`src/rtl/efa_pkg.sv`:
```
// shared types and constants for the event frame accumulator
package efa_pkg;

   localparam int MAX_WIDTH   = 256;
   localparam int MAX_HEIGHT  = 256;
   localparam int COL_W       = 8;
   localparam int ROW_W       = 8;
   localparam int PIXEL_W     = 8;
   localparam int THRESH_W    = 7;
   localparam int COUNT_W     = 24;
   localparam int DIM_W       = 9;
   localparam int STORE_DEPTH = MAX_WIDTH * MAX_HEIGHT;
   localparam int STORE_AW    = $clog2(STORE_DEPTH);
   localparam int QUEUE_DEPTH = 2;
   localparam int QPTR_W      = $clog2(QUEUE_DEPTH);
   localparam int QCNT_W      = $clog2(QUEUE_DEPTH + 1);
   localparam int CSR_AW      = 4;
   localparam int CSR_DW      = 32;

   localparam logic [THRESH_W-1:0] THRESHOLD_RESET  = THRESH_W'(64);
   localparam logic [COUNT_W-1:0]  MAX_EVENTS_RESET = COUNT_W'(16777215);
   localparam logic [DIM_W-1:0]    WIDTH_RESET      = DIM_W'(240);
   localparam logic [DIM_W-1:0]    HEIGHT_RESET     = DIM_W'(180);

   typedef enum logic [1:0] {
      MODE_START = 2'd0,
      MODE_EVENT = 2'd1,
      MODE_READ  = 2'd2,
      MODE_NONE  = 2'd3
   } mode_type;

   typedef enum logic [1:0] {
      REG_THRESHOLD    = 2'd0,
      REG_MAX_EVENTS   = 2'd1,
      REG_FRAME_WIDTH  = 2'd2,
      REG_FRAME_HEIGHT = 2'd3
   } reg_index_type;

   typedef struct packed {
      logic [THRESH_W-1:0] threshold;
      logic [COUNT_W-1:0]  max_events;
      logic [DIM_W-1:0]    used_width;
      logic [DIM_W-1:0]    used_height;
   } cfg_type;

   typedef struct packed {
      mode_type         kind;
      logic [COL_W-1:0] col;
      logic [ROW_W-1:0] row;
      logic             polarity;
      logic             in_frame;
   } cmd_type;

   typedef struct packed {
      logic    push;
      cmd_type cmd;
   } enq_type;

   typedef struct packed {
      logic    valid;
      cmd_type cmd;
   } deq_type;

endpackage

```
`src/rtl/efa_queue.sv`:
```
// short command queue between front and back
module efa_queue (
   input  logic             clock,
   input  logic             reset,
   input  efa_pkg::enq_type enq,
   output logic             full,
   input  logic             pop,
   output efa_pkg::deq_type deq
);
   import efa_pkg::*;

   cmd_type           entry_ff [QUEUE_DEPTH];
   logic [QPTR_W-1:0] wr_ptr_ff, wr_ptr_in;
   logic [QPTR_W-1:0] rd_ptr_ff, rd_ptr_in;
   logic [QCNT_W-1:0] count_ff, count_in;
   logic              do_push;
   logic              do_pop;

   assign full      = (count_ff == QCNT_W'(QUEUE_DEPTH));
   assign do_push   = enq.push & ~full;
   assign do_pop    = pop & (count_ff != '0);
   assign deq.valid = (count_ff != '0);
   assign deq.cmd   = entry_ff[rd_ptr_ff];

   always_comb begin
      wr_ptr_in = wr_ptr_ff;
      rd_ptr_in = rd_ptr_ff;
      count_in  = count_ff;
      if (do_push) begin
         wr_ptr_in = (wr_ptr_ff == QPTR_W'(QUEUE_DEPTH - 1)) ? '0 : wr_ptr_ff + 1'b1;
      end
      if (do_pop) begin
         rd_ptr_in = (rd_ptr_ff == QPTR_W'(QUEUE_DEPTH - 1)) ? '0 : rd_ptr_ff + 1'b1;
      end
      if (do_push && !do_pop) begin
         count_in = count_ff + 1'b1;
      end else if (do_pop && !do_push) begin
         count_in = count_ff - 1'b1;
      end
   end

   always_ff @(posedge clock) begin
      if (reset) begin
         wr_ptr_ff <= '0;
         rd_ptr_ff <= '0;
         count_ff  <= '0;
      end else begin
         wr_ptr_ff <= wr_ptr_in;
         rd_ptr_ff <= rd_ptr_in;
         count_ff  <= count_in;
      end
   end

   always_ff @(posedge clock) begin
      if (do_push) begin
         entry_ff[wr_ptr_ff] <= enq.cmd;
      end
   end
endmodule

```
`config.mk`:
```
export PLATFORM = sky130hd
export DESIGN_NAME = efa_queue
export DESIGN_NICKNAME = d
export VERILOG_FILES = /design/src/rtl/efa_pkg.sv /design/src/rtl/efa_queue.sv
export SDC_FILE = /design/constraint.sdc
export NUM_CORES = 1
export LEC_CHECK = 0
export ABC_AREA = 0
export BUFFER_PORTS_ARGS = -buffer_cell sky130_fd_sc_hd__buf_4
export CAP_MARGIN = 20
export CORE_ASPECT_RATIO = 1.4
export CORE_UTILIZATION = 50
export DETAILED_ROUTE_END_ITERATION = 6
export GPL_ROUTABILITY_DRIVEN = 0
export PLACE_DENSITY = 0.84
export SKIP_LAST_GASP = 1
export SLEW_MARGIN = 10
export SYNTH_ARGS = -nofsm -noshare
export SYNTH_HDL_FRONTEND = slang
export SYNTH_SLANG_ARGS = --single-unit
```
`constraint.sdc`:
```
create_clock -name clock -period 1.9 [get_ports clock]
set_clock_uncertainty 0.1 [all_clocks]
set_input_delay 0.095 -clock clock [delete_from_list [all_inputs] [get_ports clock]]
set_output_delay 0.095 -clock clock [all_outputs]
set_load 0.02 [all_outputs]
```
==> metrics <==
R2R depth=5; max cap viols=0; Post-Syn Nets=approximately 110; layout cells sized above 1=47.5%; CP startpoint kind=register; startpoint of the worst register-to-register path=count_ff[1]; area delta synth->final=43.8%; YS warnings=0; initial antenna violation count=0; placed cells=172; H-Tree Depth=2; Worst Hold End=wr_ptr_ff; Final Routed Wirelength=between 2 and 3 mm; Final Hold Slack=between 0.1 and 0.15 ns; fin cells=roughly 200; Rows=24; Slew HR=between 70% and 80%; Initial Utilization=between 50% and 60%; r2r setup slk=around 0.17 ns; Hold Path Cell Cnt=4; Post-route DRC=0; Synth Cell Area=between 0.0015 and 0.002 mm²; WS Path Type=register to register; R2R Path End=count_ff[1]; final hold vios=0; wire length per cell=14.6 µm; DIE HEIGHT=between 70 and 80 µm; crit-path max FO=5; CP arrival=approximately 1.9 ns; total grt overflow=0; Peak supply drop=between 900 and 1000 µV; Die W=between 50 and 60 µm; Pwr Total=between 0.003 and 0.004 W; Final ANT Viol Nets=0; drt first-iter violations=10; total CTS buffers=5; Yosys top cell area share=between 70% and 80%; most frequent cell after synthesis=edfxtp_1; Worst Path Required=slightly above 2 ns; vias in the first global route=1004; sequential share of the synthesized area=78.5%; main combinational cell family by area after synthesis=multiplexers; Pre-antenna DRT Iters=3; setup TNS=0 ns; Total GRT Usage=18.3%; global-route wire length before repair=about 4.5 mm; mux cell area share after synthesis=between 10 and 15%; Layout fillers=approximately 200; Post-synth EDFFs=40; die area=between 0.003 and 0.004 mm²; top post-synthesis cells by area=edfxtp_1, mux2_2, dfxtp_1; Crit. End Element=register; RSZ-0062 raised after global routing=false; IO Pins=46; clk buf depth=2; minimum clock period=around 1.7 ns; max-slew violation count=0; CTS Sinks=45; Setup Fix Bufs, Post-CTS=0; pin count of the biggest net entering global routing=21; DR vias/cell=approximately 4.9; kind of path behind the tightest hold check=primary input to register; dpl cell area=approximately 0.0021 mm²; Synth Instances=slightly below 90; FFs w/ async S/R, synth=0%; Tcrit/Tclk final=91.0%; post-synthesis register bit count=45; synth unique cells=14; final setup vio count=0; synth cell count leaders=edfxtp_1, mux2_2, dfxtp_1; HP Start=enq[20]; status=completed; Synth Area in Simple Gates=2.95%; Top FF cell, synth=edfxtp_1; worst skew pair latency=~0.29 ns; post-synthesis adder-cell area fraction=0.755%; worst-margin pin slew=0.339 ns; largest area contributor in the netlist=edfxtp_1; Mean Syn Cell Area=19.0 µm²; I/O Buffers=45; compound-cell area share of the yosys netlist=approximately 1.5%; antenna cells=0; Clk Tree Root Cell=clkbuf_8; dpl hpwl=1.89 mm; Max Freq=579 MHz; TritonCTS clock tree=built; Clock Pin Slew Worst Setup and Hold Paths=0.08 ns; Core Footprint=roughly 0.0031 mm²; vias post-DR=around 1000; Nets=186; Leak=between 0.9 and 1 nW; Final Instance Area=approximately 0.0024 mm²; xor and xnor area share after synthesis=about 1.6%; pwr/cell area=1270 mW/mm²
==> cell type report <==
class                      instances  area, µm²  share of cell area, %
tap                               39       48.8                   2.05
timing repair buffer              69        571                   23.9
sequential                        45       1300                   54.6
multi-input combinational         38        338                   14.2
clock inverter                     1       30.0                   1.26
inverter                           2       7.51                  0.315
clock buffer                       7       86.3                   3.62
==> critical path: stages (launching register included) <==
cell     delay [ns]
dfxtp_1        0.39
nor2b_2        0.25
nor2_1         0.08
ha_1           0.32
or3_1          0.35
a21oi_1        0.17
==> how the worst max path moves through the flow <==
| stage | start | end | slack, ns | cells past startpoint |
|---|---|---|---|---|
| after floorplan | count_ff[1] | entry_ff[0][0] | 0.17 | 3 |
| after global placement | count_ff[0] | count_ff[1] | 0.36 | 4 |
| after detailed placement | count_ff[0] | count_ff[1] | 0.19 | 4 |
| after CTS | count_ff[0] | count_ff[1] | 0.17 | 4 |
| after global routing | count_ff[1] | count_ff[1] | 0.11 | 5 |
| final | count_ff[1] | count_ff[1] | 0.17 | 5 |
==> cell families after synthesis <==
| family | count (synthesis) |
|---|---|
| xor gates and xnor gates | 3 |
| and+or+nand+nor | 9 |
| AOI/OAI and AO/OA | 5 |
| buffers and inverters | 4 |
| adders and majority gates | 1 |
| muxes | 20 |
| DFF | 45 |
==> metal layers <==
layer	vias up	GRT usage (%)	wire, µm
met5	-	0	0
met4	0	9.26	67
met3	7	5.45	118
met2	25	33.9	1750
met1	477	17.4	991
li1	475	-	-
==> per-stage QoR <==
step	setup WS, ns	util (%)
finish	0.172	76.3
global route	0.105	76.3
CTS	0.173	76.3
detailed placement	0.193	65.8
global placement	0.360	65.8
floorplan	0.171	-
==> report_power, final <==
| group | leakage, nW | switching, W | internal (W) |
|---|---|---|---|
| sequential | 0.415 | 0.0000554 | 0.00125 |
| combinational | 0.455 | 0.000529 | 0.000484 |
| clock | 0.0585 | 0.000288 | 0.000428 |
==> repair_timing <==
action / 4_1_cts / 5_1_grt
resized for setup: 0 / 0
endpoints found under the hold margin: 45 / 0
hold buffers: 21 / 0
==> layout by cell type, fill, tap and decap left out <==
| master | count |
|---|---|
| or2_2 | 1 |
| dlygate4sd3_1 | 21 |
| clkbuf_8 | 6 |
| buf_4 | 48 |
| nor2_1 | 4 |
| or3_1 | 2 |
| dfxtp_1 | 5 |
| clkbuf_1 | 1 |
| edfxtp_1 | 40 |
| a21oi_1 | 2 |
| ha_1 | 1 |
| bufinv_16 | 1 |
| and2_1 | 1 |
| xor2_1 | 3 |
| nor2b_2 | 1 |
| inv_1 | 2 |
| o21ai_0 | 3 |
| mux2_2 | 20 |
==> state kept, by name (all words and copies together), names as in the netlist, named ones only <==
register,cells
wr_ptr_ff,1
count_ff,2
rd_ptr_ff,1
entry_ff,40
Power figures use the tool's default switching activity.
