**src/rtl/efa_pkg.sv**
```systemverilog
// shared types and constants for the event frame accumulator
package efa_pkg;

   localparam int MAX_WIDTH   = 256;
   localparam int MAX_HEIGHT  = 256;
   localparam int COL_W       = 8;
   localparam int ROW_W       = 8;
   localparam int PIXEL_W     = 8;
   localparam int THRESH_W    = 7;
   localparam int COUNT_W     = 24;
   localparam int DIM_W       = 9;
   localparam int STORE_DEPTH = MAX_WIDTH * MAX_HEIGHT;
   localparam int STORE_AW    = $clog2(STORE_DEPTH);
   localparam int QUEUE_DEPTH = 2;
   localparam int QPTR_W      = $clog2(QUEUE_DEPTH);
   localparam int QCNT_W      = $clog2(QUEUE_DEPTH + 1);
   localparam int CSR_AW      = 4;
   localparam int CSR_DW      = 32;

   localparam logic [THRESH_W-1:0] THRESHOLD_RESET  = THRESH_W'(64);
   localparam logic [COUNT_W-1:0]  MAX_EVENTS_RESET = COUNT_W'(16777215);
   localparam logic [DIM_W-1:0]    WIDTH_RESET      = DIM_W'(240);
   localparam logic [DIM_W-1:0]    HEIGHT_RESET     = DIM_W'(180);

   typedef enum logic [1:0] {
      MODE_START = 2'd0,
      MODE_EVENT = 2'd1,
      MODE_READ  = 2'd2,
      MODE_NONE  = 2'd3
   } mode_type;

   typedef enum logic [1:0] {
      REG_THRESHOLD    = 2'd0,
      REG_MAX_EVENTS   = 2'd1,
      REG_FRAME_WIDTH  = 2'd2,
      REG_FRAME_HEIGHT = 2'd3
   } reg_index_type;

   typedef struct packed {
      logic [THRESH_W-1:0] threshold;
      logic [COUNT_W-1:0]  max_events;
      logic [DIM_W-1:0]    used_width;
      logic [DIM_W-1:0]    used_height;
   } cfg_type;

   typedef struct packed {
      mode_type         kind;
      logic [COL_W-1:0] col;
      logic [ROW_W-1:0] row;
      logic             polarity;
      logic             in_frame;
   } cmd_type;

   typedef struct packed {
      logic    push;
      cmd_type cmd;
   } enq_type;

   typedef struct packed {
      logic    valid;
      cmd_type cmd;
   } deq_type;

endpackage

```
**src/rtl/efa_req_if.sv**
```systemverilog
// request channel interface
interface efa_req_if;
   import efa_pkg::*;

   logic             valid;
   logic             ready;
   logic [1:0]       mode;
   logic [COL_W-1:0] col;
   logic [ROW_W-1:0] row;
   logic             polarity;

   modport source (output valid, output mode, output col, output row, output polarity,
                   input ready);
   modport sink   (input valid, input mode, input col, input row, input polarity,
                   output ready);
endinterface

```
**src/rtl/efa_front.sv**
```systemverilog
// front end: register file, request intake and classification
module efa_front (
   input  logic                        clock,
   input  logic                        reset,
   efa_req_if.sink                     req_bus,
   input  logic                        psel,
   input  logic                        penable,
   input  logic                        pwrite,
   input  logic [efa_pkg::CSR_AW-1:0]  paddr,
   input  logic [efa_pkg::CSR_DW-1:0]  pwdata,
   output logic [efa_pkg::CSR_DW-1:0]  prdata,
   output logic                        pready,
   input  logic                        queue_full,
   output efa_pkg::enq_type            enq,
   output efa_pkg::cfg_type            cfg
);
   import efa_pkg::*;

   logic [THRESH_W-1:0] threshold_ff, threshold_in;
   logic [COUNT_W-1:0]  max_events_ff, max_events_in;
   logic [DIM_W-1:0]    width_ff, width_in;
   logic [DIM_W-1:0]    height_ff, height_in;
   reg_index_type       reg_sel;
   logic                wr_strobe;
   logic                accept;

   assign pready    = 1'b1;
   assign reg_sel   = reg_index_type'(paddr[CSR_AW-1:2]);
   assign wr_strobe = psel & penable & pwrite;

   always_comb begin
      threshold_in  = threshold_ff;
      max_events_in = max_events_ff;
      width_in      = width_ff;
      height_in     = height_ff;
      if (wr_strobe) begin
         case (reg_sel)
            REG_THRESHOLD:    threshold_in  = pwdata[THRESH_W-1:0];
            REG_MAX_EVENTS:   max_events_in = pwdata[COUNT_W-1:0];
            REG_FRAME_WIDTH:  width_in      = pwdata[DIM_W-1:0];
            REG_FRAME_HEIGHT: height_in     = pwdata[DIM_W-1:0];
            default: ;
         endcase
      end
   end

   always_ff @(posedge clock) begin
      if (reset) begin
         threshold_ff  <= THRESHOLD_RESET;
         max_events_ff <= MAX_EVENTS_RESET;
         width_ff      <= WIDTH_RESET;
         height_ff     <= HEIGHT_RESET;
      end else begin
         threshold_ff  <= threshold_in;
         max_events_ff <= max_events_in;
         width_ff      <= width_in;
         height_ff     <= height_in;
      end
   end

   always_comb begin
      case (reg_sel)
         REG_THRESHOLD:    prdata = CSR_DW'(threshold_ff);
         REG_MAX_EVENTS:   prdata = CSR_DW'(max_events_ff);
         REG_FRAME_WIDTH:  prdata = CSR_DW'(width_ff);
         REG_FRAME_HEIGHT: prdata = CSR_DW'(height_ff);
         default:          prdata = '0;
      endcase
   end

   always_comb begin
      cfg.threshold   = threshold_ff;
      cfg.max_events  = max_events_ff;
      cfg.used_width  = (width_ff > DIM_W'(MAX_WIDTH)) ? DIM_W'(MAX_WIDTH) : width_ff;
      cfg.used_height = (height_ff > DIM_W'(MAX_HEIGHT)) ? DIM_W'(MAX_HEIGHT) : height_ff;
   end

   assign req_bus.ready = ~queue_full;
   assign accept        = req_bus.valid & ~queue_full;

   always_comb begin
      enq.cmd.kind     = mode_type'(req_bus.mode);
      enq.cmd.col      = req_bus.col;
      enq.cmd.row      = req_bus.row;
      enq.cmd.polarity = req_bus.polarity;
      enq.cmd.in_frame = ({1'b0, req_bus.col} < cfg.used_width) &&
                         ({1'b0, req_bus.row} < cfg.used_height);
      enq.push         = accept && (enq.cmd.kind != MODE_NONE);
   end
endmodule

```
**src/flat_wrapper.sv**
```systemverilog
// flat-port wrapper written by rule: the top's interface ports become plain ports
module efa_front_flat import efa_pkg::*;
  (clock, reset, psel, penable, pwrite, paddr, pwdata, prdata, pready, queue_full, enq, cfg, req_bus_valid, req_bus_mode, req_bus_col, req_bus_row, req_bus_polarity, req_bus_ready);
  efa_req_if req_bus_i ();
  input  logic clock;
  input  logic reset;
  input  logic psel;
  input  logic penable;
  input  logic pwrite;
  input  logic [efa_pkg::CSR_AW-1:0] paddr;
  input  logic [efa_pkg::CSR_DW-1:0] pwdata;
  output logic [efa_pkg::CSR_DW-1:0] prdata;
  output logic pready;
  input  logic queue_full;
  output efa_pkg::enq_type enq;
  output efa_pkg::cfg_type cfg;
  input wire logic [$bits(req_bus_i.valid)-1:0] req_bus_valid;
  input wire logic [$bits(req_bus_i.mode)-1:0] req_bus_mode;
  input wire logic [$bits(req_bus_i.col)-1:0] req_bus_col;
  input wire logic [$bits(req_bus_i.row)-1:0] req_bus_row;
  input wire logic [$bits(req_bus_i.polarity)-1:0] req_bus_polarity;
  output wire logic [$bits(req_bus_i.ready)-1:0] req_bus_ready;
  assign req_bus_i.valid = req_bus_valid;
  assign req_bus_i.mode = req_bus_mode;
  assign req_bus_i.col = req_bus_col;
  assign req_bus_i.row = req_bus_row;
  assign req_bus_i.polarity = req_bus_polarity;
  assign req_bus_ready = req_bus_i.ready;
  efa_front u_core (.clock(clock), .reset(reset), .req_bus(req_bus_i), .psel(psel), .penable(penable), .pwrite(pwrite), .paddr(paddr), .pwdata(pwdata), .prdata(prdata), .pready(pready), .queue_full(queue_full), .enq(enq), .cfg(cfg));
endmodule
```
**config.mk**
```make
export PLATFORM = sky130hd
export DESIGN_NAME = efa_front_flat
export DESIGN_NICKNAME = d
export VERILOG_FILES = /design/src/rtl/efa_pkg.sv /design/src/rtl/efa_req_if.sv /design/src/rtl/efa_front.sv /design/src/flat_wrapper.sv
export SDC_FILE = /design/constraint.sdc
export NUM_CORES = 1
export LEC_CHECK = 0
export CAP_MARGIN = 0
export CELL_PAD_IN_SITES_DETAIL_PLACEMENT = 1
export CELL_PAD_IN_SITES_GLOBAL_PLACEMENT = 1
export CORE_ASPECT_RATIO = 0.75
export CORE_MARGIN = 2
export CORE_UTILIZATION = 44
export CTS_CLUSTER_SIZE = 40
export DETAILED_ROUTE_END_ITERATION = 6
export DONT_BUFFER_PORTS = 1
export GPL_TIMING_DRIVEN = 0
export PLACE_DENSITY = 0.77
export SYNTH_ARGS = -nofsm -noshare
export SYNTH_HDL_FRONTEND = slang
export SYNTH_SLANG_ARGS = --single-unit
```
**constraint.sdc**
```tcl
create_clock -name clock -period 2.25 [get_ports clock]
set_input_delay 0.3375 -clock clock [delete_from_list [all_inputs] [get_ports clock]]
set_output_delay 0.3375 -clock clock [all_outputs]
set_load 0.1 [all_outputs]
```
==> results of run 1 <==
==> power groups by stage <==
stage / combinational, mW / clock [mW] / sequential, mW
floorplan: 0.672 / 0 / 0.995
global placement: 0.709 / 0 / 1.00
detailed placement: 0.719 / 0 / 1.00
CTS: 0.734 / 0.485 / 0.983
global route: 0.759 / 0.522 / 0.986
finish: 0.734 / 0.482 / 0.983
==> through the flow <==
stage	TNS [ns]	util, %
after floorplan	-0.214	-
after global placement	-0.400	50.2
after detailed placement	-0.441	50.2
after CTS	-0.659	53.3
after global routing	-0.721	53.6
final	-0.642	53.6
==> registers in the layout (all words and copies together), names as in the netlist <==
name	count
u_core.max_events_ff	24
u_core.height_ff	9
u_core.threshold_ff	7
u_core.width_ff	9
==> cell usage in the layout (no fill, tap or decap), drive strengths merged, types with 9 or more instances in the layout <==
| master | instances |
|---|---|
| a211o | 31 |
| nor2 | 17 |
| nand2b | 14 |
| nand2 | 16 |
| mux2i | 11 |
| clkbuf | 16 |
| nor2b | 29 |
| dfxtp | 49 |
| conb | 9 |
| ha | 14 |
| and2 | 16 |
| buf | 39 |
| inv | 20 |
| a21oi | 11 |
==> worst reg2reg max path: stages (launching register included) <==
cell and delay, ns:
dfxtp_2 0.50, nor2b_1 0.23, a211o_1 0.27
==> cell families after synthesis <==
| group | share of synthesized area [%] |
|---|---|
| AO/OA/AOI/OAI | 14.0 |
| adder cells (fa/ha/maj) | 6.15 |
| buffers and inverters | 14.2 |
| flip-flops | 34.4 |
| multiplexers | 10.2 |
| other | 0.263 |
| AND/OR/NAND/NOR | 20.9 |
==> path summary, 6_finish.rpt <==
| check | to |
|---|---|
| hold / removal | u_core.max_events_ff[22]$_SDFFE_PP1P_ |
| hold reg to reg | u_core.height_ff[0]$_SDFFE_PP0P_ |
| setup reg to reg | u_core.max_events_ff[0]$_SDFFE_PP1P_ |
| setup / recovery | enq[0] |
==> synth_stat cells, drive strengths merged (3+ instances only) <==
library cell and count:
clkbuf 11, dfxtp 49, mux4 7, a211o 31, a21oi 11, ha 14, buf 38, and3 3
nand2 16, nand3b 3, and2 16, mux2i 11, nand2b 14, nor2 17, nor2b 29, inv 20
==> metal layers <==
metal	GRT usage [%]	vias to the layer above	wire [um]
li1	-	1043	-
met1	25.7	1121	3390
met2	40.7	84	4150
met3	6.57	11	540
met4	4.54	0	95
met5	0	-	0
==> cell type report <==
class,instances,area share [%]
inverters,20,2.23
flip-flops and latches,49,30.4
multi-input cells,199,51.6
plain buffers,49,10.4
clock buffers,5,2.04
repair buffers,1,0.223
well taps,81,3.01
clock inverters,1,0.149
==> timing repair <==
item	4_1_cts	5_1_grt
resized for setup	54	5
pin swaps	4	0
gates cloned	0	0
setup endpoints to repair	25	3
buffers inserted	1	0
==> flow_metrics.tcl, run 1 <==
set metrics [dict create \
    path_class "reg2out" \
    rsz0062_at_grt "yes" \
    status "finished with violations" \
    die_h_um 73.7 \
    synth_area_sq_um 2850 \
    core-area_sq_um 6290 \
    dieWidth_um 96.9 \
    min_path_cells 1 \
    hp-start "pwdata[22]" \
    worstSetupStartpointType "flip-flop" \
    cp.required_ns 1.91 \
    maxCapViolations 0 \
    hp-class "in2reg" \
    grt_max_degree 14 \
    dp_hpwl_mm 6.38 \
    combinationalPowerShare_pct 33.4 \
    fillers 713 \
    skew_ns 0 \
    root_buffer "clkbuf_8" \
    gp_congestion 0.766 \
    drtIter0Drc 78 \
    crit_arrival_ns 2.55 \
    ys_seq_area_share_pct 34.4 \
    max_freq_mhz 346 \
    placed_area_sq_um 3160 \
    critical_path_buf_inv_count 0 \
    hold_buffers 0 \
    total_power_mw 2.20 \
    seq_area_sq_um 1020 \
    drtPass1Iterations 4 \
    yosys-top-cells-area "dfxtp_1 (34%), a211o_1 (9.5%), buf_4 (9.0%), ha_1 (6.1%), nor2b_1 (6.1%)" \
    wl_mm 8.18 \
    crit_path_frequent_cell "nor2b_4" \
    final_area_sq_um 3370 \
    worst-path-stages 4 \
    min_period_over_period_pct 129 \
    sw_frac_of_total_pct 44.1 \
    reg2reg_slack_ns 1.15 \
    clock-sinks 49 \
    rr_startpoint "u_core.max_events_ff[0]$_SDFFE_PP1P_" \
    worst_slew_pin_slew_ns 1.16 \
    slowest_stage "a211oi_4" \
    powerDensity_nw_per_um2 653 \
    cts_max_level 2 \
    peakVddDrop_mv 0.317 \
    grt_pass1_wl_mm 12.4 \
    drc 0 \
    end_kind "primary output" \
    overflow 0 \
    avgSynthCellArea_sq_um 9.19 \
    hold_viol_final 0 \
    p_clk_share_pct 21.9 \
    intPower_mw 1.23 \
    holdWs_ns 0.149 \
    p_leak_nw 1.37 \
    ys_ff_latch 49 \
    vias 2259 \
    synthArstFlopShare_pct 0 \
    start_util_pct 45.3 \
    dp_cells 398 \
    synthCells 310 \
    r2r_cells 2 \
    routedWlPerCell_um 20.2 \
    crit_fanout 2 \
    finalCriticalPeriod_ns 2.89 \
    io_buffers 0 \
    synth_ff_type "dfxtp_1" \
    fin_cells 405 \
    p_sw_uw 969 \
    ys_types 33 \
    antenna_found_initial 0 \
    antennaDiodeCount 0 \
    yosysWarnings 0 \
    via_per_inst 5.58 \
    cts_tree "built" \
    setup_violations 1 \
    setup_ws_ns -0.642 \
    synth_edf_count 0 \
    yosysTopAreaCell "dfxtp_1" \
    area_growth_pct 18.2 \
    worstSkewPairLatency_ns 0.30 \
    path_cells "nor2b_4 > nor2b_4 > o221ai_4 > a211oi_4" \
    final-max-slew-violation-count 0 \
    synth.top_cell.area_share_pct 34.4 \
    critPathMaxStageDelay_ns 0.93 \
    relSlewSlack_pct 23.0 \
    io_pins 166 \
    clkTransAtPathRegs_ns 0.09 \
    drive_above_1_share_pct 42.0 \
    core.rowCount 25 \
    grt_pass1_vias 2359 \
    dp_slack_ns -0.414 \
    die_area_sq_um 7140 \
    track_usage_pct 22.0 \
    critical_path.top_delay_family "compound AO/OA/AOI/OAI gates" \
    critPathLaunch "u_core.width_ff[0]$_SDFFE_PP0P_" \
    violations "setup timing" \
    multi_input_area_sq_um 1740 \
    finalNetCount 401 \
    drtAntennaViolNets 0 \
    cts_buffer_depth 2 \
    numCtsBuffers 5 \
    seq_power_share_pct 44.7 \
]
No activity file was read; power rests on OpenSTA's default activity.
==> run 2: changes to the inputs <==
Settings changed: PLACE_DENSITY 0.77 to 0.74.
==> run 2 against run 1 <==
Compared with the run above: the run still ends with setup timing left; first-iteration DRC count fell by 59%; global-route usage decreased by 1.4 points; cell area grew 0.71%; sequential share of layout area fell by 0.065 points; power increased by 2.1%; sequential power about the same; non-clock buffer count rose by 1; via count fell by 0.93%; critical path type unchanged; die area unchanged; clock skew unchanged; highest routed layer unchanged; core utilization is 0.38 points higher; flip-flop and latch count did not move; largest power group unchanged.
==> flow_metrics.tcl, run 2 (synthesis results as in run 1) <==
set metrics [dict create \
    start_util_pct 45.3 \
    top_register "u_core.max_events_ff" \
    worstSetupStartpointType "flip-flop" \
    clock-sinks 49 \
    drc 0 \
    worstSkewPairLatency_ns 0.30 \
    track_usage_pct 20.7 \
    antenna_found_initial 0 \
    io_pins 166 \
    grt_max_degree 14 \
    maxCapViolations 0 \
    status "finished with violations" \
    setup_violations 1 \
    die_area_sq_um 7140 \
    largest_reg_flops 24 \
    hold_viol_final 0 \
    cts_max_level 2 \
    wl_mm 7.98 \
    io_buffers 0 \
    layout_common_cells "buf_4 (34), dfxtp_2 (33), a211o_1 (31)" \
    setup_ws_ns -0.705 \
    max_freq_mhz 338 \
    worst_slew_pin_slew_ns 1.17 \
    cts_tree "built" \
    dp_hpwl_mm 6.21 \
    root_buffer "clkbuf_8" \
    relSlewSlack_pct 22.1 \
    crit_fanout 5 \
    fillers 726 \
    drtAntennaViolNets 0 \
    area_growth_pct 19.1 \
    grt_pass1_vias 2201 \
    clkTransAtPathRegs_ns 0.09 \
    peakVddDrop_mv 0.365 \
    total_power_mw 2.25 \
    finalCriticalPeriod_ns 2.96 \
    finalSetupTns_ns -0.705 \
    numCtsBuffers 5 \
    drtPass1Iterations 4 \
    min_period_over_period_pct 131 \
    mostFrequentLayoutCell "buf_4" \
    overflow 0 \
    multi_input_area_sq_um 1710 \
    cts_buffer_depth 2 \
    drive_above_1_share_pct 41.7 \
    skew_ns 0 \
    dieWidth_um 96.9 \
    final-max-slew-violation-count 0 \
    reg_top3 "u_core.max_events_ff (24), u_core.height_ff (9), u_core.width_ff (9)" \
    powerDensity_nw_per_um2 662 \
    routedWlPerCell_um 19.6 \
    vias 2238 \
    cp.required_ns 1.91 \
    via_per_inst 5.50 \
    end_kind "primary output" \
    p_leak_nw 1.38 \
    grt_pass1_wl_mm 11.7 \
    core.rowCount 25 \
    drtIter0Drc 32 \
    crit_arrival_ns 2.62 \
    core-area_sq_um 6290 \
    rsz0062_at_grt "yes" \
    gp_congestion 0.759 \
    path_class "reg2out" \
    hp-class "in2reg" \
    seq_area_sq_um 1030 \
    finalNetCount 402 \
    violations "setup timing" \
    die_h_um 73.7 \
    antennaDiodeCount 0 \
]
==> run 2: cell count changes in the layout (fill, tap and decap cells not counted), sizes merged <==
cell,delta
buf,+1
clkbuf,+2
clkinv,-1
==> run 2: per-layer routing <==
layer  up-vias  share of wire, %  global-route usage, %  wire (um)
li1       1045                 -                      -          -
met2        80                48                   35.4       3830
met5         -                 0                      0          0
met1      1108                46                   26.9       3680
met3         5               5.5                   5.99        438
met4         0              0.45                   2.82         36
==> run 2: worst max-delay path: stages, from the launching register on <==
cell and delay, ns:
dfxtp_4 0.38, buf_6 0.12, nor2b_4 0.52, a21oi_2 0.11
o31a_1 0.33, a211oi_4 0.85
==> run 2: stage by stage <==
step	area [sq um]	util, %	cells	hold slack [ns]	setup WS [ns]
after detailed placement	3160	50.2	398	0.460	-0.412
after floorplan	3060	-	317	0.441	-0.214
final	3390	54.0	407	0.146	-0.705
after global routing	3390	54.0	407	0.131	-0.748
after CTS	3310	52.6	405	0.141	-0.728
after global placement	3160	50.2	398	0.454	-0.391
==> run 2: final cells by class <==
cell class              count  area share [%]
multi-input cells         199            50.5
flip-flops and latches     49            30.3
plain buffers              49            10.3
well taps                  81            2.99
clock buffers               7            2.54
inverters                  20            2.21
repair buffers              2            1.07
==> run 2: path summary, 6_finish.rpt <==
kind | start | to | slack (ns) | cells past startpoint
setup / recovery | u_core.height_ff[8]$_SDFFE_PP0P_ | enq[0] | -0.71 | 5
hold / removal | pwdata[0] | u_core.max_events_ff[0]$_SDFFE_PP1P_ | 0.15 | 1
setup reg to reg | u_core.max_events_ff[0]$_SDFFE_PP1P_ | u_core.max_events_ff[0]$_SDFFE_PP1P_ | 1.16 | 2
hold reg to reg | u_core.height_ff[0]$_SDFFE_PP0P_ | u_core.height_ff[0]$_SDFFE_PP0P_ | 0.48 | 2
==> run 2: timing repair <==
item | in CTS | in global routing
gates resized for setup | 49 | 13
hold buffers | 0 | 0
buffers inserted | 0 | 1
gates cloned | 0 | 1
pin swaps | 1 | 8
endpoints found under the setup margin | 25 | 1
==> run 2: power breakdown <==
part	total [mW]	switching (mW)	internal, mW
registers	0.981	0.0976	0.883
logic	0.732	0.593	0.139
clock network	0.532	0.288	0.245
==> run 3: changes to the inputs <==
Settings changed: ABC_AREA set to 1, CORE_UTILIZATION 44 to 43, GPL_ROUTABILITY_DRIVEN set to 0, PLACE_DENSITY 0.74 to 0.76.
==> run 3 against run 2 <==
Compared with the run above: the run still ends with setup timing left; power rose by 10%; maximum frequency rose by 2.5%; sequential share of layout area fell by 2.4 points; clock power rose by 24%; critical path depth rose by 6; cell area rose by 7.9%; non-clock buffer count rose by 8; flip-flop and latch count did not move; via count rose by 19%; register-to-register slack got worse by 0.21 ns; cell count rose by 26%; critical endpoint unchanged; largest cell class unchanged; largest power group unchanged.
==> flow_metrics.tcl, run 3 <==
set metrics [dict create \
    status "finished with violations" \
    violations "setup timing" \
    hold_path_end "u_core.max_events_ff[7]$_SDFFE_PP1P_" \
    min_path_cells 2 \
    cp.required_ns 1.91 \
    synth_most_common_cell "nand2_1" \
    clock-sinks 49 \
    p_sw_mw 1.10 \
    max_freq_mhz 347 \
    cts_max_level 2 \
    hp-start "pwdata[7]" \
    area_growth_pct 25.0 \
    relSlewSlack_pct 18.0 \
    end_kind "primary output" \
    reg_top3 "u_core.max_events_ff (24), u_core.height_ff (9), u_core.width_ff (9)" \
    dieWidth_um 99.3 \
    start_util_pct 43.7 \
    largest_reg_flops 24 \
    die_h_um 75.5 \
    synth_common_cells "nand2_1 (89), inv_1 (63), dfxtp_1 (49)" \
    skew_ns 0 \
    maxCapViolations 0 \
    peakVddDrop_mv 0.335 \
    seq_power_share_pct 40.0 \
    fin_cells 512 \
    antennaDiodeCount 0 \
    cts_buffer_depth 2 \
    avgSynthCellArea_sq_um 7.34 \
    mostFrequentLayoutCell "nand2_1" \
    grt_pass1_vias 2583 \
    p_clk_share_pct 26.6 \
    powerDensity_nw_per_um2 678 \
    track_usage_pct 23.3 \
    overflow 0 \
    reg2reg_slack_ns 0.95 \
    layout_common_cells "nand2_1 (88), inv_1 (51), buf_4 (43)" \
    vias 2672 \
    slowest_stage "nor2_4" \
    critPathMaxStageDelay_ns 0.53 \
    routedWlPerCell_um 17.4 \
    drtPass1Iterations 4 \
    grt_pass1_wl_mm 13.5 \
    finalCriticalPeriod_ns 2.88 \
    wl_mm 8.89 \
    crit_fanout 9 \
    top_register "u_core.max_events_ff" \
    fillers 858 \
    worstSetupStartpointType "flip-flop" \
    min_period_over_period_pct 128 \
    setup_violations 6 \
    drive_above_1_share_pct 40.9 \
    ys_ff_latch 49 \
    core.rowCount 26 \
    io_buffers 0 \
    die_area_sq_um 7490 \
    path_class "reg2out" \
    grt_max_degree 15 \
    hp-class "in2reg" \
    ys_seq_area_share_pct 33.5 \
    critical_path_buf_inv_count 3 \
    dp_cells 490 \
    final-max-slew-violation-count 0 \
    clkTransAtPathRegs_ns 0.09 \
    crit_path_frequent_cell "nand2_1" \
    p_leak_nw 1.77 \
    yosysWarnings 0 \
    drtAntennaViolNets 0 \
    total_power_mw 2.48 \
    synth_edf_count 0 \
    r2r_cells 2 \
    synth_area_sq_um 2930 \
    finalNetCount 503 \
    sw_frac_of_total_pct 44.2 \
    synth.top_cell.area_share_pct 33.5 \
    via_per_inst 5.22 \
    crit_arrival_ns 2.55 \
    hold_viol_final 0 \
    yosys-top-cells-area "dfxtp_1 (34%), nand2_1 (11%), inv_1 (8.1%), o211ai_1 (7.9%), buf_4 (7.4%)" \
    worst_slew_pin_slew_ns 1.27 \
    intPower_mw 1.38 \
    setup_ws_ns -0.634 \
    drc 0 \
    antenna_found_initial 0 \
    utilization_pct 54.6 \
    synthArstFlopShare_pct 0 \
    rsz0062_at_grt "yes" \
    numCtsBuffers 5 \
    critical_path.top_delay_family "simple AND/OR/NAND/NOR gates" \
    path_cells "buf_6 > nor2_4 > inv_2 > ha_4 > nand2_2 > inv_1 > nand2_1 > nand2_1 > nand2_1 > nand3_2 > nor2_4" \
    core-area_sq_um 6700 \
    io_pins 166 \
    cts_tree "built" \
    dp_hpwl_mm 6.87 \
    rr_startpoint "u_core.max_events_ff[8]$_SDFFE_PP1P_" \
    synth_ff_type "dfxtp_1" \
    synthCells 399 \
    ys_types 31 \
    worstReg2RegEnd "u_core.max_events_ff[8]$_SDFFE_PP1P_" \
    worstSkewPairLatency_ns 0.30 \
    yosysTopAreaCell "dfxtp_1" \
    combinationalPowerShare_pct 33.4 \
    drtIter0Drc 61 \
    root_buffer "clkbuf_8" \
]
[run 3: changes by cell type after synthesis, sizes merged, moves of 26 or more]
cell	delta
nand2	+76
o211ai	+32
inv	+47
nor2b	-29
a211o	-31
nor2	+26
[run 3: power by group through the flow]
| stage | clock (mW) | combinational, mW | sequential (mW) |
|---|---|---|---|
| after floorplan | 0 | 0.754 | 1.00 |
| after global placement | 0 | 0.801 | 1.01 |
| after detailed placement | 0 | 0.809 | 1.01 |
| after CTS | 0.668 | 0.816 | 0.992 |
| after global routing | 0.707 | 0.867 | 0.995 |
| final | 0.659 | 0.830 | 0.992 |
[run 3: final cells by class]
type	instances	area, sq um	area share (%)
multi-input cells	245	1700	46.4
flip-flops and latches	49	1020	28.0
plain buffers	45	357	9.74
inverters	67	256	7.01
repair buffers	14	105	2.87
well taps	84	105	2.87
clock buffers	7	86.3	2.36
clock inverters	1	30.0	0.821
[run 3: repair_timing]
action	in CTS	in global routing
resized for setup	51	11
endpoints found under the setup margin	30	6
hold buffers	0	0
setup buffers	0	14
pin swaps	5	11
[run 3: logic make-up after synthesis]
group                      synth area share, %
adders and majority gates                 5.98
other                                    0.257
and+or+nand+nor                           21.4
buffers and inverters                     20.6
DFF                                       33.5
AOI/OAI and AO/OA                         18.2
[run 3: worst max path at each step]
stage	slack, ns	depth (start not counted)	startpoint	to
finish	-0.63	11	u_core.width_ff[8]$_SDFFE_PP0P_	enq[0]
global route	-0.74	12	u_core.height_ff[8]$_SDFFE_PP0P_	enq[0]
CTS	-0.67	11	u_core.width_ff[8]$_SDFFE_PP0P_	enq[0]
detailed placement	-0.72	10	u_core.height_ff[8]$_SDFFE_PP0P_	enq[0]
global placement	-0.62	10	u_core.height_ff[8]$_SDFFE_PP0P_	enq[0]
floorplan	-0.35	9	u_core.width_ff[8]$_SDFFE_PP0P_	enq[0]
[run 3: per-stage QoR]
step | TNS (ns) | instance area [sq um] | hold slack, ns | worst slack, ns
finish | -0.685 | 3660 | 0.143 | -0.634
global route | -1.30 | 3660 | 0.138 | -0.743
CTS | -0.808 | 3510 | 0.143 | -0.669
detailed placement | -0.724 | 3310 | 0.465 | -0.724
global placement | -1.09 | 3300 | 0.455 | -0.617
floorplan | -0.486 | 3200 | 0.451 | -0.351
[run 3: layer usage]
layer | share of wire [%] | GRT usage, % | vias to the layer above | wire (um)
li1 | - | - | 1298 | -
met1 | 45 | 32.2 | 1284 | 4040
met2 | 47 | 37.2 | 84 | 4160
met3 | 7.2 | 7.43 | 6 | 637
met4 | 0.62 | 3.20 | 0 | 55
met5 | 0 | 0 | - | 0
